<file path="src/rtl/core/lkvc_pkg.sv">
// Shared constants and types for the LRU key-value cache.
package lkvc_pkg;

	localparam int MAX_ENTRIES = 16;
	localparam int KEY_BITS    = 16;
	localparam int VALUE_W     = 32;
	localparam int CAP_W       = 5;
	localparam int IDX_W       = $clog2(MAX_ENTRIES);
	localparam int CNT_W       = $clog2(MAX_ENTRIES + 1);

	localparam logic [CAP_W-1:0] CAP_RESET = CAP_W'(16);

	typedef logic [IDX_W-1:0] rank_t;
	typedef logic [CNT_W-1:0] count_t;

	typedef enum logic {
		FUNC_GET = 1'b0,
		FUNC_PUT = 1'b1
	} func_t;

endpackage

</file>
<file path="src/rtl/core/lru_key_value_cache.sv">
// LRU key-value cache: fully associative table with least-recently-used eviction.
// Each item passes through the input register, and its result through the result register.
// Throughput: one item per cycle unless a valid result is stalled; the parallel key compare
// and rank update of all entries complete between the input register and the result register.
// Reset (asynchronous, active low) empties the table, clears the count and sets capacity to 16.
module lru_key_value_cache (
	input  logic                                clk,
	input  logic                                arst_n,
	input  logic                                cfg_wr_en,
	input  logic [lkvc_pkg::CAP_W-1:0]          cfg_wr_data,
	input  logic                                in_valid,
	output logic                                in_stall,
	input  logic                                func,
	input  logic [lkvc_pkg::KEY_BITS-1:0]       key,
	input  logic signed [lkvc_pkg::VALUE_W-1:0] value,
	output logic                                out_valid,
	input  logic                                out_stall,
	output logic                                hit,
	output logic signed [lkvc_pkg::VALUE_W-1:0] read_value
);
	import lkvc_pkg::*;

	// Input register
	logic                valid_s1;
	func_t               func_s1;
	logic [KEY_BITS-1:0] key_s1;
	logic [VALUE_W-1:0]  value_s1;

	// Result register
	logic               out_valid_q;
	logic               hit_q;
	logic [VALUE_W-1:0] rdata_q;

	// Table state
	logic [MAX_ENTRIES-1:0]               valid_q;
	rank_t                                rank_q   [MAX_ENTRIES];
	logic [KEY_BITS-1:0]                  keys_q   [MAX_ENTRIES];
	logic [VALUE_W-1:0]                   values_q [MAX_ENTRIES];
	count_t                               count_q;
	logic [CAP_W-1:0]                     capacity_q;

	// Next-state and write controls
	logic                   advance;
	logic                   fire;
	logic [MAX_ENTRIES-1:0] valid_n;
	rank_t                  rank_n [MAX_ENTRIES];
	count_t                 count_n;
	logic                   key_we;
	logic                   val_we;
	rank_t                  wr_idx;
	logic                   hit_any;
	logic [VALUE_W-1:0]     rdata_n;

	// The input register moves on when the result register is empty or being taken.
	assign advance  = !out_valid_q || !out_stall;
	assign fire     = valid_s1 && advance;
	assign in_stall = valid_s1 && !advance;

	// Lookup, recency update, insertion and eviction for the item in the input register.
	always_comb begin
		logic [MAX_ENTRIES-1:0] match;
		rank_t                  hit_idx;
		rank_t                  old_rank;
		rank_t                  free_idx;
		logic                   has_free;
		rank_t                  oldest_idx;
		rank_t                  ins_idx;
		rank_t                  ev_idx;
		logic                   ev_found;
		count_t                 cap_eff;

		valid_n  = valid_q;
		rank_n   = rank_q;
		count_n  = count_q;
		key_we   = 1'b0;
		val_we   = 1'b0;
		wr_idx   = '0;
		ev_idx   = '0;
		ev_found = 1'b0;

		// Capacity above the table size saturates.
		if (int'(capacity_q) > MAX_ENTRIES) begin
			cap_eff = CNT_W'(MAX_ENTRIES);
		end else begin
			cap_eff = CNT_W'(capacity_q);
		end

		// Parallel key compare; at most one valid entry matches.
		hit_idx = '0;
		for (int i = 0; i < MAX_ENTRIES; i++) begin
			match[i] = valid_q[i] && (keys_q[i] == key_s1);
			if (match[i]) begin
				hit_idx = IDX_W'(i);
			end
		end
		hit_any  = |match;
		old_rank = rank_q[hit_idx];

		// Lowest free slot, and the oldest entry for the case of a full table.
		free_idx   = '0;
		has_free   = 1'b0;
		oldest_idx = '0;
		for (int i = MAX_ENTRIES - 1; i >= 0; i--) begin
			if (!valid_q[i]) begin
				free_idx = IDX_W'(i);
				has_free = 1'b1;
			end
			if (valid_q[i] && (rank_q[i] == IDX_W'(count_q - 1'b1))) begin
				oldest_idx = IDX_W'(i);
			end
		end
		ins_idx = has_free ? free_idx : oldest_idx;

		if (func_s1 == FUNC_GET && hit_any) begin
			rdata_n = values_q[hit_idx];
		end else begin
			rdata_n = '0;
		end

		if (fire) begin
			if (hit_any) begin
				// Touch: entries younger than the hit age by one.
				for (int i = 0; i < MAX_ENTRIES; i++) begin
					if (valid_q[i] && (rank_q[i] < old_rank)) begin
						rank_n[i] = rank_q[i] + 1'b1;
					end
				end
				rank_n[hit_idx] = '0;
				if (func_s1 == FUNC_PUT) begin
					val_we = 1'b1;
					wr_idx = hit_idx;
				end
			end else if (func_s1 == FUNC_PUT) begin
				// Insert: a full table reuses the oldest slot, all others age by one.
				for (int i = 0; i < MAX_ENTRIES; i++) begin
					if (valid_q[i] && (IDX_W'(i) != ins_idx)) begin
						rank_n[i] = rank_q[i] + 1'b1;
					end
				end
				valid_n[ins_idx] = 1'b1;
				rank_n[ins_idx]  = '0;
				key_we           = 1'b1;
				val_we           = 1'b1;
				wr_idx           = ins_idx;
				if (has_free) begin
					count_n = count_q + 1'b1;
				end
			end

			// A put that leaves the table over capacity evicts the oldest entry.
			if (func_s1 == FUNC_PUT && (count_n > cap_eff)) begin
				for (int i = 0; i < MAX_ENTRIES; i++) begin
					if (valid_n[i] && (rank_n[i] == IDX_W'(count_n - 1'b1))) begin
						ev_idx   = IDX_W'(i);
						ev_found = 1'b1;
					end
				end
				if (ev_found) begin
					valid_n[ev_idx] = 1'b0;
					rank_n[ev_idx]  = '0;
					count_n         = count_n - 1'b1;
				end
			end
		end
	end

	// Input register: loads whenever it is empty or moving on.
	always_ff @(posedge clk or negedge arst_n) begin
		if (!arst_n) begin
			valid_s1 <= 1'b0;
		end else if (!in_stall) begin
			valid_s1 <= in_valid;
		end
	end

	always_ff @(posedge clk) begin
		if (in_valid && !in_stall) begin
			func_s1  <= func_t'(func);
			key_s1   <= key;
			value_s1 <= value;
		end
	end

	// Result register: holds while stalled.
	always_ff @(posedge clk or negedge arst_n) begin
		if (!arst_n) begin
			out_valid_q <= 1'b0;
		end else if (advance) begin
			out_valid_q <= valid_s1;
		end
	end

	always_ff @(posedge clk) begin
		if (fire) begin
			hit_q   <= hit_any;
			rdata_q <= rdata_n;
		end
	end

	// Control state of the table and the capacity register.
	always_ff @(posedge clk or negedge arst_n) begin
		if (!arst_n) begin
			valid_q    <= '0;
			count_q    <= '0;
			capacity_q <= CAP_RESET;
			for (int i = 0; i < MAX_ENTRIES; i++) begin
				rank_q[i] <= '0;
			end
		end else begin
			valid_q <= valid_n;
			count_q <= count_n;
			rank_q  <= rank_n;
			if (cfg_wr_en) begin
				capacity_q <= cfg_wr_data;
			end
		end
	end

	// Key and value storage, written at one slot per item.
	always_ff @(posedge clk) begin
		if (key_we) begin
			keys_q[wr_idx] <= key_s1;
		end
		if (val_we) begin
			values_q[wr_idx] <= value_s1;
		end
	end

	assign out_valid  = out_valid_q;
	assign hit        = hit_q;
	assign read_value = rdata_q;

endmodule

</file>
<file path="config.mk">
export PLATFORM = sky130hd
export DESIGN_NAME = lru_key_value_cache
export DESIGN_NICKNAME = d
export VERILOG_FILES = /design/src/rtl/core/lkvc_pkg.sv /design/src/rtl/core/lru_key_value_cache.sv
export SDC_FILE = /design/constraint.sdc
export NUM_CORES = 2
export LEC_CHECK = 0
export ABC_AREA = 1
export BUFFER_PORTS_ARGS = -buffer_cell sky130_fd_sc_hd__buf_2
export CAP_MARGIN = 20
export CORE_MARGIN = 3
export CORE_UTILIZATION = 35
export DETAILED_ROUTE_END_ITERATION = 7
export GPL_TIMING_DRIVEN = 0
export HOLD_SLACK_MARGIN = 0.05
export PLACE_DENSITY = 0.55
export SETUP_SLACK_MARGIN = 0.3
export SLEW_MARGIN = 10
export SYNTH_ARGS = -nofsm -noshare
export SYNTH_HDL_FRONTEND = slang
export SYNTH_SLANG_ARGS = --single-unit
</file>
<file path="constraint.sdc">
create_clock -name clk -period 8.65 [get_ports clk]
set_clock_uncertainty 0.1 [all_clocks]
set_input_delay 1.2975 -clock clk [delete_from_list [all_inputs] [get_ports clk]]
set_output_delay 1.2975 -clock clk [all_outputs]
set_load 0.02 [all_outputs]
</file>
# Yosys cells after proc, flatten, opt, wreduce, memory -nomap -nowiden
# Memories as Yosys holds them, arrays and structs flattened. A register that Yosys moved wholly into a read port is not among the register bits.
# Index checks and enable logic that the tools add are counted.
op_classes:
  n_reduce_logical: 98
  add_sub_neg: 19
  muxes: 253
  order_cmp: 28
  n_bitwise: 13
  n_eq_ne: 63
ops:
  columns: ["op", "count"]
  rows:
  - ["$mux W4", 183]
  - ["$mux W64", 5]
  - ["$eq A16 B16 Y1", 16]
  - ["$and A64 B64 Y64", 3]
  - ["$not A64 Y64", 3]
  - ["$eq A4 B4 Y1", 32]
  - ["$logic_and A1 B1 Y1", 90]
  - ["$mux W16", 5]
  - ["$add A4 B1 Y4 const B", 16]
  - ["$lt A4 B4 Y1", 16]
  - ["$demux W4 S4", 3]
  - ["$mux W1", 46]
  - ["$mux W5", 7]
  - ["$ne A4 B4 Y1 const A", 8]
  - ["$and A16 B16 Y16", 1]
  - ["$bmux W4 S4", 1]
  - ["$ne A3 B4 Y1 const A", 4]
  - ["$not A16 Y16", 1]
  - ["$or A16 B16 Y16", 1]
  - ["$reduce_or A16 Y1", 1]
  - ["$ge A5 B5 Y1 const B", 3]
  - ["$lt A5 B1 Y1 const B", 3]
  - ["$not A4 Y5", 3]
  - ["$lt A4 B5 Y1 const B", 2]
  - ["14 further kinds", 21]
word_totals:
  out_inout_bits: 35
  word_cells: 501
  reg_bits: 142
  input_bits: 59
  mem_count: 2
  ramBits: 768
mem_list:
  columns: ["name", "depth", "word_bits", "rd", "rd_ports_with_merged_regs", "wr", "line_no", "source"]
  rows:
  - ["values_q", 16, 32, 1, 1, 1, "lru_key_value_cache.sv:38", "logic [VALUE_W-1:0] values_q [MAX_ENTRIES];"]
  - ["keys_q", 16, 16, 16, 0, 1, "lru_key_value_cache.sv:37", "logic [KEY_BITS-1:0] keys_q [MAX_ENTRIES];"]

# Logic depth before layout (Yosys ltp)
logic_depth:
  ltp_word: 58
  ltp_mapped: 61
  mapped_depth_nobuf: 58

# Worst setup path before layout
# Ideal clock, no wire load.
synth_timing:
  path_type: "flip-flop to flip-flop"
  from: "register key_s1[4]"
  to: "register rank_q[45] (netlist name)"
  n_path_buf: 4
  synth_period_minus_slack_ps: 6561
  setup_time_ps: 126
  path_stages_with_launch: 42
  setup_slack_ps: 2089
  arrival_ps: 6336
  cell_sequence: "edfxtp_1 -> buf_2 -> buf_4 -> xnor2_1 -> nand2_1 -> nor4_1 -> nand3_1 -> nand2_1 -> nand2_1 -> nand2_1 -> nand2_1 -> nand2_1 -> nand2_2 -> nand2_2 -> nand2_2 -> nand2_2 -> nand2_1 -> inv_2 -> (+6 left out) -> o21bai_1 -> nand2_1 -> xor2_1 -> nand2_1 -> nand2_1 -> xor2_1 -> nor2_1 -> nand3_2 -> nand2_1 -> inv_2 -> nand2_1 -> nor2_1 -> nand2_2 -> nand4_1 -> nor2_2 -> nand4_1 -> nand3_1 -> nand2_1"
synth_between:
  elab_chain_cells: 57
  word_cells_on_any_way: 225
synth_rtl:
  columns: ["element", "line_no", "source"]
  rows:
  - ["start, declared", "lru_key_value_cache.sv:26", "logic [KEY_BITS-1:0] key_s1;"]
  - ["start signal, assigned", "lru_key_value_cache.sv:179", "key_s1 <= key;"]
  - ["$eq A16 B16 Y1", "lru_key_value_cache.sv:91", "match[i] = valid_q[i] && (keys_q[i] == key_s1);"]
  - ["$logic_and A1 B1 Y1", "lru_key_value_cache.sv:91", null]
  - ["$mux W1", "lru_key_value_cache.sv:92", "if (match[i]) begin"]
  - ["$mux W2", "lru_key_value_cache.sv:92", null]
  - ["$mux W4 (13 in a row)", "lru_key_value_cache.sv:92", null]
  - ["$not A4 Y5 (not written as such)", "lru_key_value_cache.sv:97, lru_key_value_cache.sv:128", null]
  - ["$bmux W4 S4", "lru_key_value_cache.sv:97", "old_rank = rank_q[hit_idx];"]
  - ["$mux W4 (not written as such) (2 in a row)", "lru_key_value_cache.sv:97", null]
  - ["(+28 left out)", null, null]
  - ["$ge A5 B5 Y1 (not written as such) / $lt A5 B1 Y1 (equally long branches)", "lru_key_value_cache.sv:160", "rank_n[ev_idx] = '0;"]
  - ["$logic_and A1 B1 Y1 (not written as such)", "lru_key_value_cache.sv:160", null]
  - ["$mux W4 (not written as such)", "lru_key_value_cache.sv:160", null]
  - ["$demux W4 S4", "lru_key_value_cache.sv:160", null]
  - ["$not A64 Y64 (no source line)", null, null]
  - ["$and A64 B64 Y64 (no source line)", null, null]
  - ["$mux W64", "lru_key_value_cache.sv:158", "if (ev_found) begin"]
  - ["$mux W64 (*)", "lru_key_value_cache.sv:151", "if (func_s1 == FUNC_PUT && (count_n > cap_eff)) begin"]
  - ["end signal, assigned", "lru_key_value_cache.sv:212", "rank_q <= rank_n;"]
  - ["end, declared", "lru_key_value_cache.sv:36", "rank_t rank_q [MAX_ENTRIES];"]
# Every way passes the cells marked *; elsewhere a longest branch is shown, timed or not. The select of a mux whose other input is x is not followed.
# A chain may end at the register's enable or synchronous reset.

# Final worst setup path
layout_timing:
  from: "register key_s1[6]"
  to: "register valid_q[1]"
layout_between:
  elab_chain_cells: 56
  word_cells_on_any_way: 224
layout_rtl:
  columns: ["element", "line_no", "source"]
  rows:
  - ["$eq A16 B16 Y1", "lru_key_value_cache.sv:91", null]
  - ["$logic_and A1 B1 Y1", "lru_key_value_cache.sv:91", null]
  - ["$mux W1", "lru_key_value_cache.sv:92", null]
  - ["$mux W2", "lru_key_value_cache.sv:92", null]
  - ["$mux W4 (13 in a row)", "lru_key_value_cache.sv:92", null]
  - ["$not A4 Y5 (not written as such)", "lru_key_value_cache.sv:97, lru_key_value_cache.sv:128", null]
  - ["$bmux W4 S4", "lru_key_value_cache.sv:97", null]
  - ["$mux W4 (not written as such) (2 in a row)", "lru_key_value_cache.sv:97", null]
  - ["(+27 left out)", null, null]
  - ["$lt A4 B5 Y1 (not written as such) / $ge A4 B1 Y1 (equally long branches)", "lru_key_value_cache.sv:159", "valid_n[ev_idx] = 1'b0;"]
  - ["$logic_and A1 B1 Y1 (not written as such)", "lru_key_value_cache.sv:159", null]
  - ["$mux W1 (not written as such)", "lru_key_value_cache.sv:159", null]
  - ["$demux W1 S4", "lru_key_value_cache.sv:159", null]
  - ["$not A16 Y16 (no source line)", null, null]
  - ["$and A16 B16 Y16 (no source line)", null, null]
  - ["$mux W16", "lru_key_value_cache.sv:158", null]
  - ["$mux W16 (*)", "lru_key_value_cache.sv:151", null]
  - ["end signal, assigned", "lru_key_value_cache.sv:210", "valid_q <= valid_n;"]
  - ["end, declared", "lru_key_value_cache.sv:35", "logic [MAX_ENTRIES-1:0] valid_q;"]
# Marked as above.

==> results.sh <==
export IMPL_hold_viol=0
export IMPL_ys_seq_elements=942
export IMPL_slew_viol_final=0
export IMPL_clk_pin_slew_ns=0.07
export IMPL_drive_gt1_frac=0.124
export IMPL_drv_cap=0
export IMPL_muxShareOfSynthArea=0.000238
export IMPL_status="complete, no violations"
export IMPL_tightest_slew_ns=1.31
export IMPL_clk_latency_ns=0.76
export IMPL_p_leak_nw=21.8
export IMPL_async_flop_share=0.0977
export IMPL_cp_data_arrival_time_ns=8.65
export IMPL_startpoint="key_s1[6]"
export IMPL_grt_max_degree=53
export IMPL_cts_tree="yes"
export IMPL_numClockSinks=942
export IMPL_drtIter0Drc=5173
export IMPL_h_tree_depth=3
export IMPL_netlist_area_sq_mm=0.0474
export IMPL_fin_nets=5273
export IMPL_antenna_found_initial=4
export IMPL_numPlacedInstances=6737
export IMPL_synthesis_nets=4953
export IMPL_cts_root_buffer="clkbuf_16"
export IMPL_synth_area_leaders="edfxtp_1, nand2_1, dfrtp_1"
export IMPL_yosysSeqAreaShare=0.587
export IMPL_num_rows=134
export IMPL_die_area_sq_mm=0.140
export IMPL_synth_top_family_by_area="simple AND/OR/NAND/NOR gates"
export IMPL_track_usage=0.263
export IMPL_max_stage_delay_ns=0.45
export IMPL_initial_core_util=0.354
export IMPL_synth_adder_area_share=0.0190
export IMPL_detail_route_antenna_nets=0
export IMPL_synth_cell_types=71
export IMPL_n_fill_cell=12900
export IMPL_finalCriticalPeriod_ns=8.09
export IMPL_final_area_sq_mm=0.0559
export IMPL_grt_first_pass_wirelength_mm=267
export IMPL_min_path_type="reg -> reg"
export IMPL_finalSetupViolations=0
export IMPL_drt_drc_violations_left=0
export IMPL_synth_top_cell_by_area="edfxtp_1"
export IMPL_placed_cell_area_sq_mm=0.0513
export IMPL_port_buffers=92
export IMPL_dr_pass1_iters=6
export IMPL_dieWidth_um=374
export IMPL_crit_fanout=14
export IMPL_powerDensity_mw_per_mm2=307
export IMPL_routed_via_density=5.69
export IMPL_max_slew_margin=0.124
export IMPL_yosysWarnings=0
export IMPL_synthSimpleGateAreaFrac=0.213
export IMPL_cp_common_cell="nand2_1"
export IMPL_ir_drop_mv=0.330
export IMPL_io_pin_count=94
export IMPL_final_core_util=0.417
export IMPL_setup_tns_final_ns=0
export IMPL_syn_inst=4822
export IMPL_hold_start="valid_s1"
export IMPL_setup_slack_ns=0.564
export IMPL_die_height_um=374
export IMPL_synth_xor_area_share=0.0360
export IMPL_fmax_mhz=124
export IMPL_post_route_period_util=0.935
export IMPL_place_congestion=1.03
export IMPL_r2r_start="key_s1[6]"
export IMPL_ys_flop_type="edfxtp_1"
export IMPL_avgSynthCellArea_sq_um=9.82
export IMPL_cp_start_kind="register"
export IMPL_clk_path_buf_depth=3
export IMPL_total_power_mw=17.2
export IMPL_synth_top_area_share=0.539
export IMPL_cp_data_required_time_ns=9.22
export IMPL_dp_hpwl_mm=127
export IMPL_coreArea_sq_mm=0.134
export IMPL_wl_mm=188
export IMPL_worstSetupPathType="reg -> reg"
export IMPL_n_antenna_cell=0
export IMPL_final_instance_count_excl_fill=6999
export IMPL_synth_edf_count=850
export IMPL_area_growth_pct=18.0
export IMPL_dr_total_vias=39800
export IMPL_rsz0062_at_grt="no"
export IMPL_crit_path_end_kind="register"
export IMPL_synth_compound_gate_area_share=0.0909
export IMPL_hold_slack_ns=0.365
export IMPL_grt_pass1_vias=37500
export IMPL_cts_buffers=106
export IMPL_place_ws_ns=-2.26
export IMPL_cpMaxStageDelayCell="edfxtp_1"
export IMPL_gr_total_overflow=0
export IMPL_avgRoutedWirePerCell_um=26.8
==> final timing paths <==
| check | depth (start not counted) | to | slack (ns) |
|---|---|---|---|
| max in group asynchronous | 2 | rank_q[22] | 7.37 |
| min | 2 | out_valid | 0.36 |
| min reg2reg | 2 | out_valid | 0.36 |
| max | 47 | valid_q[1] | 0.56 |
| min in group asynchronous | 1 | rank_q[55] | 0.37 |
| max reg2reg | 47 | valid_q[1] | 0.56 |
==> cells by family (layout without fill, tap and decap cells) <==
family	after synthesis	after routing
buffers and inverters	630	1039
adders and majority gates	72	72
and+or+nand+nor	2315	2315
xor gates and xnor gates	189	189
muxes	1	1
AOI/OAI and AO/OA	673	673
DFF	942	942
==> cell type report <==
type	instances	area, sq um	share of cell area
tap	1768	2210	0.0396
multi-input combinational	3250	17600	0.314
clock inverter	68	758	0.0136
clock buffer	129	2780	0.0497
sequential	942	27800	0.498
buffer	200	1060	0.0190
inverter	430	1640	0.0293
timing repair buffer	212	2060	0.0369
==> cell usage in the layout, fill, tap and decap left out, types with 26 or more instances in the layout <==
cell and n:
a21oi_1 106, nor4_1 45, o21ai_0 182, clkbuf_1 125, or2_2 39, clkbuf_16 108, xnor2_1 37, buf_6 28
inv_2 26, nand4_1 160, nor2_1 338, o2111ai_1 27, nor2_4 29, xor2_1 146, dfrtp_1 91, ha_1 71
nand3_1 303, o21ai_1 36, buf_4 80, edfxtp_1 850, nand2_1 1232, buf_2 115, nor3_1 59, o22ai_1 104
inv_1 391, a221oi_1 86, clkinv_1 27
==> worst max-delay path, delay by kind of cell, from the launching register on <==
family,cells,cell delay (ns)
flops,1,0.45
buf+inv,11,1.84
fa+ha+maj,1,0.19
simple gates,29,4.04
xor+xnor,2,0.36
compound gates,4,0.97
==> synthesized netlist by cell type, types with 29 or more instances <==
master	count
nand2_1	1245
edfxtp_1	850
inv_1	393
nor2_1	365
nand3_1	313
o21ai_0	184
nand4_1	160
xor2_1	146
clkbuf_1	122
a21oi_1	109
o22ai_1	104
dfrtp_1	91
a221oi_1	88
ha_1	72
nor3_1	71
nor4_1	49
or2_2	39
xnor2_1	38
buf_2	36
o21ai_1	36
inv_2	29
o2111ai_1	29
==> repair_timing <==
action,CTS,global route
hold buffers,0,0
endpoints found under the setup margin,85,85
resized for setup,58,83
pin swaps,10,24
buffers inserted,34,30
==> registers in the layout (all words and copies together) (netlist names), 5 cells and up <==
signal	flops
capacity_q	5
value_s1	32
read_value	32
count_q	5
values_q	512
key_s1	16
rank_q	64
keys_q	256
valid_q	16
==> routing by layer <==
metal / vias up / track usage / wire, um
li1: 17600 / - / -
met1: 19300 / 0.354 / 76200
met2: 2418 / 0.407 / 82900
met3: 481 / 0.0550 / 19500
met4: 2 / 0.117 / 9360
met5: - / 0 / 14
==> power breakdown <==
| group | internal (mW) | switching (mW) | leakage [nW] |
|---|---|---|---|
| clock | 2.69 | 1.96 | 1.70 |
| combinational | 2.11 | 4.71 | 11.2 |
| sequential | 5.30 | 0.412 | 8.84 |
| total | 10.1 | 7.08 | 21.8 |
Power figures use the tool's default switching activity.
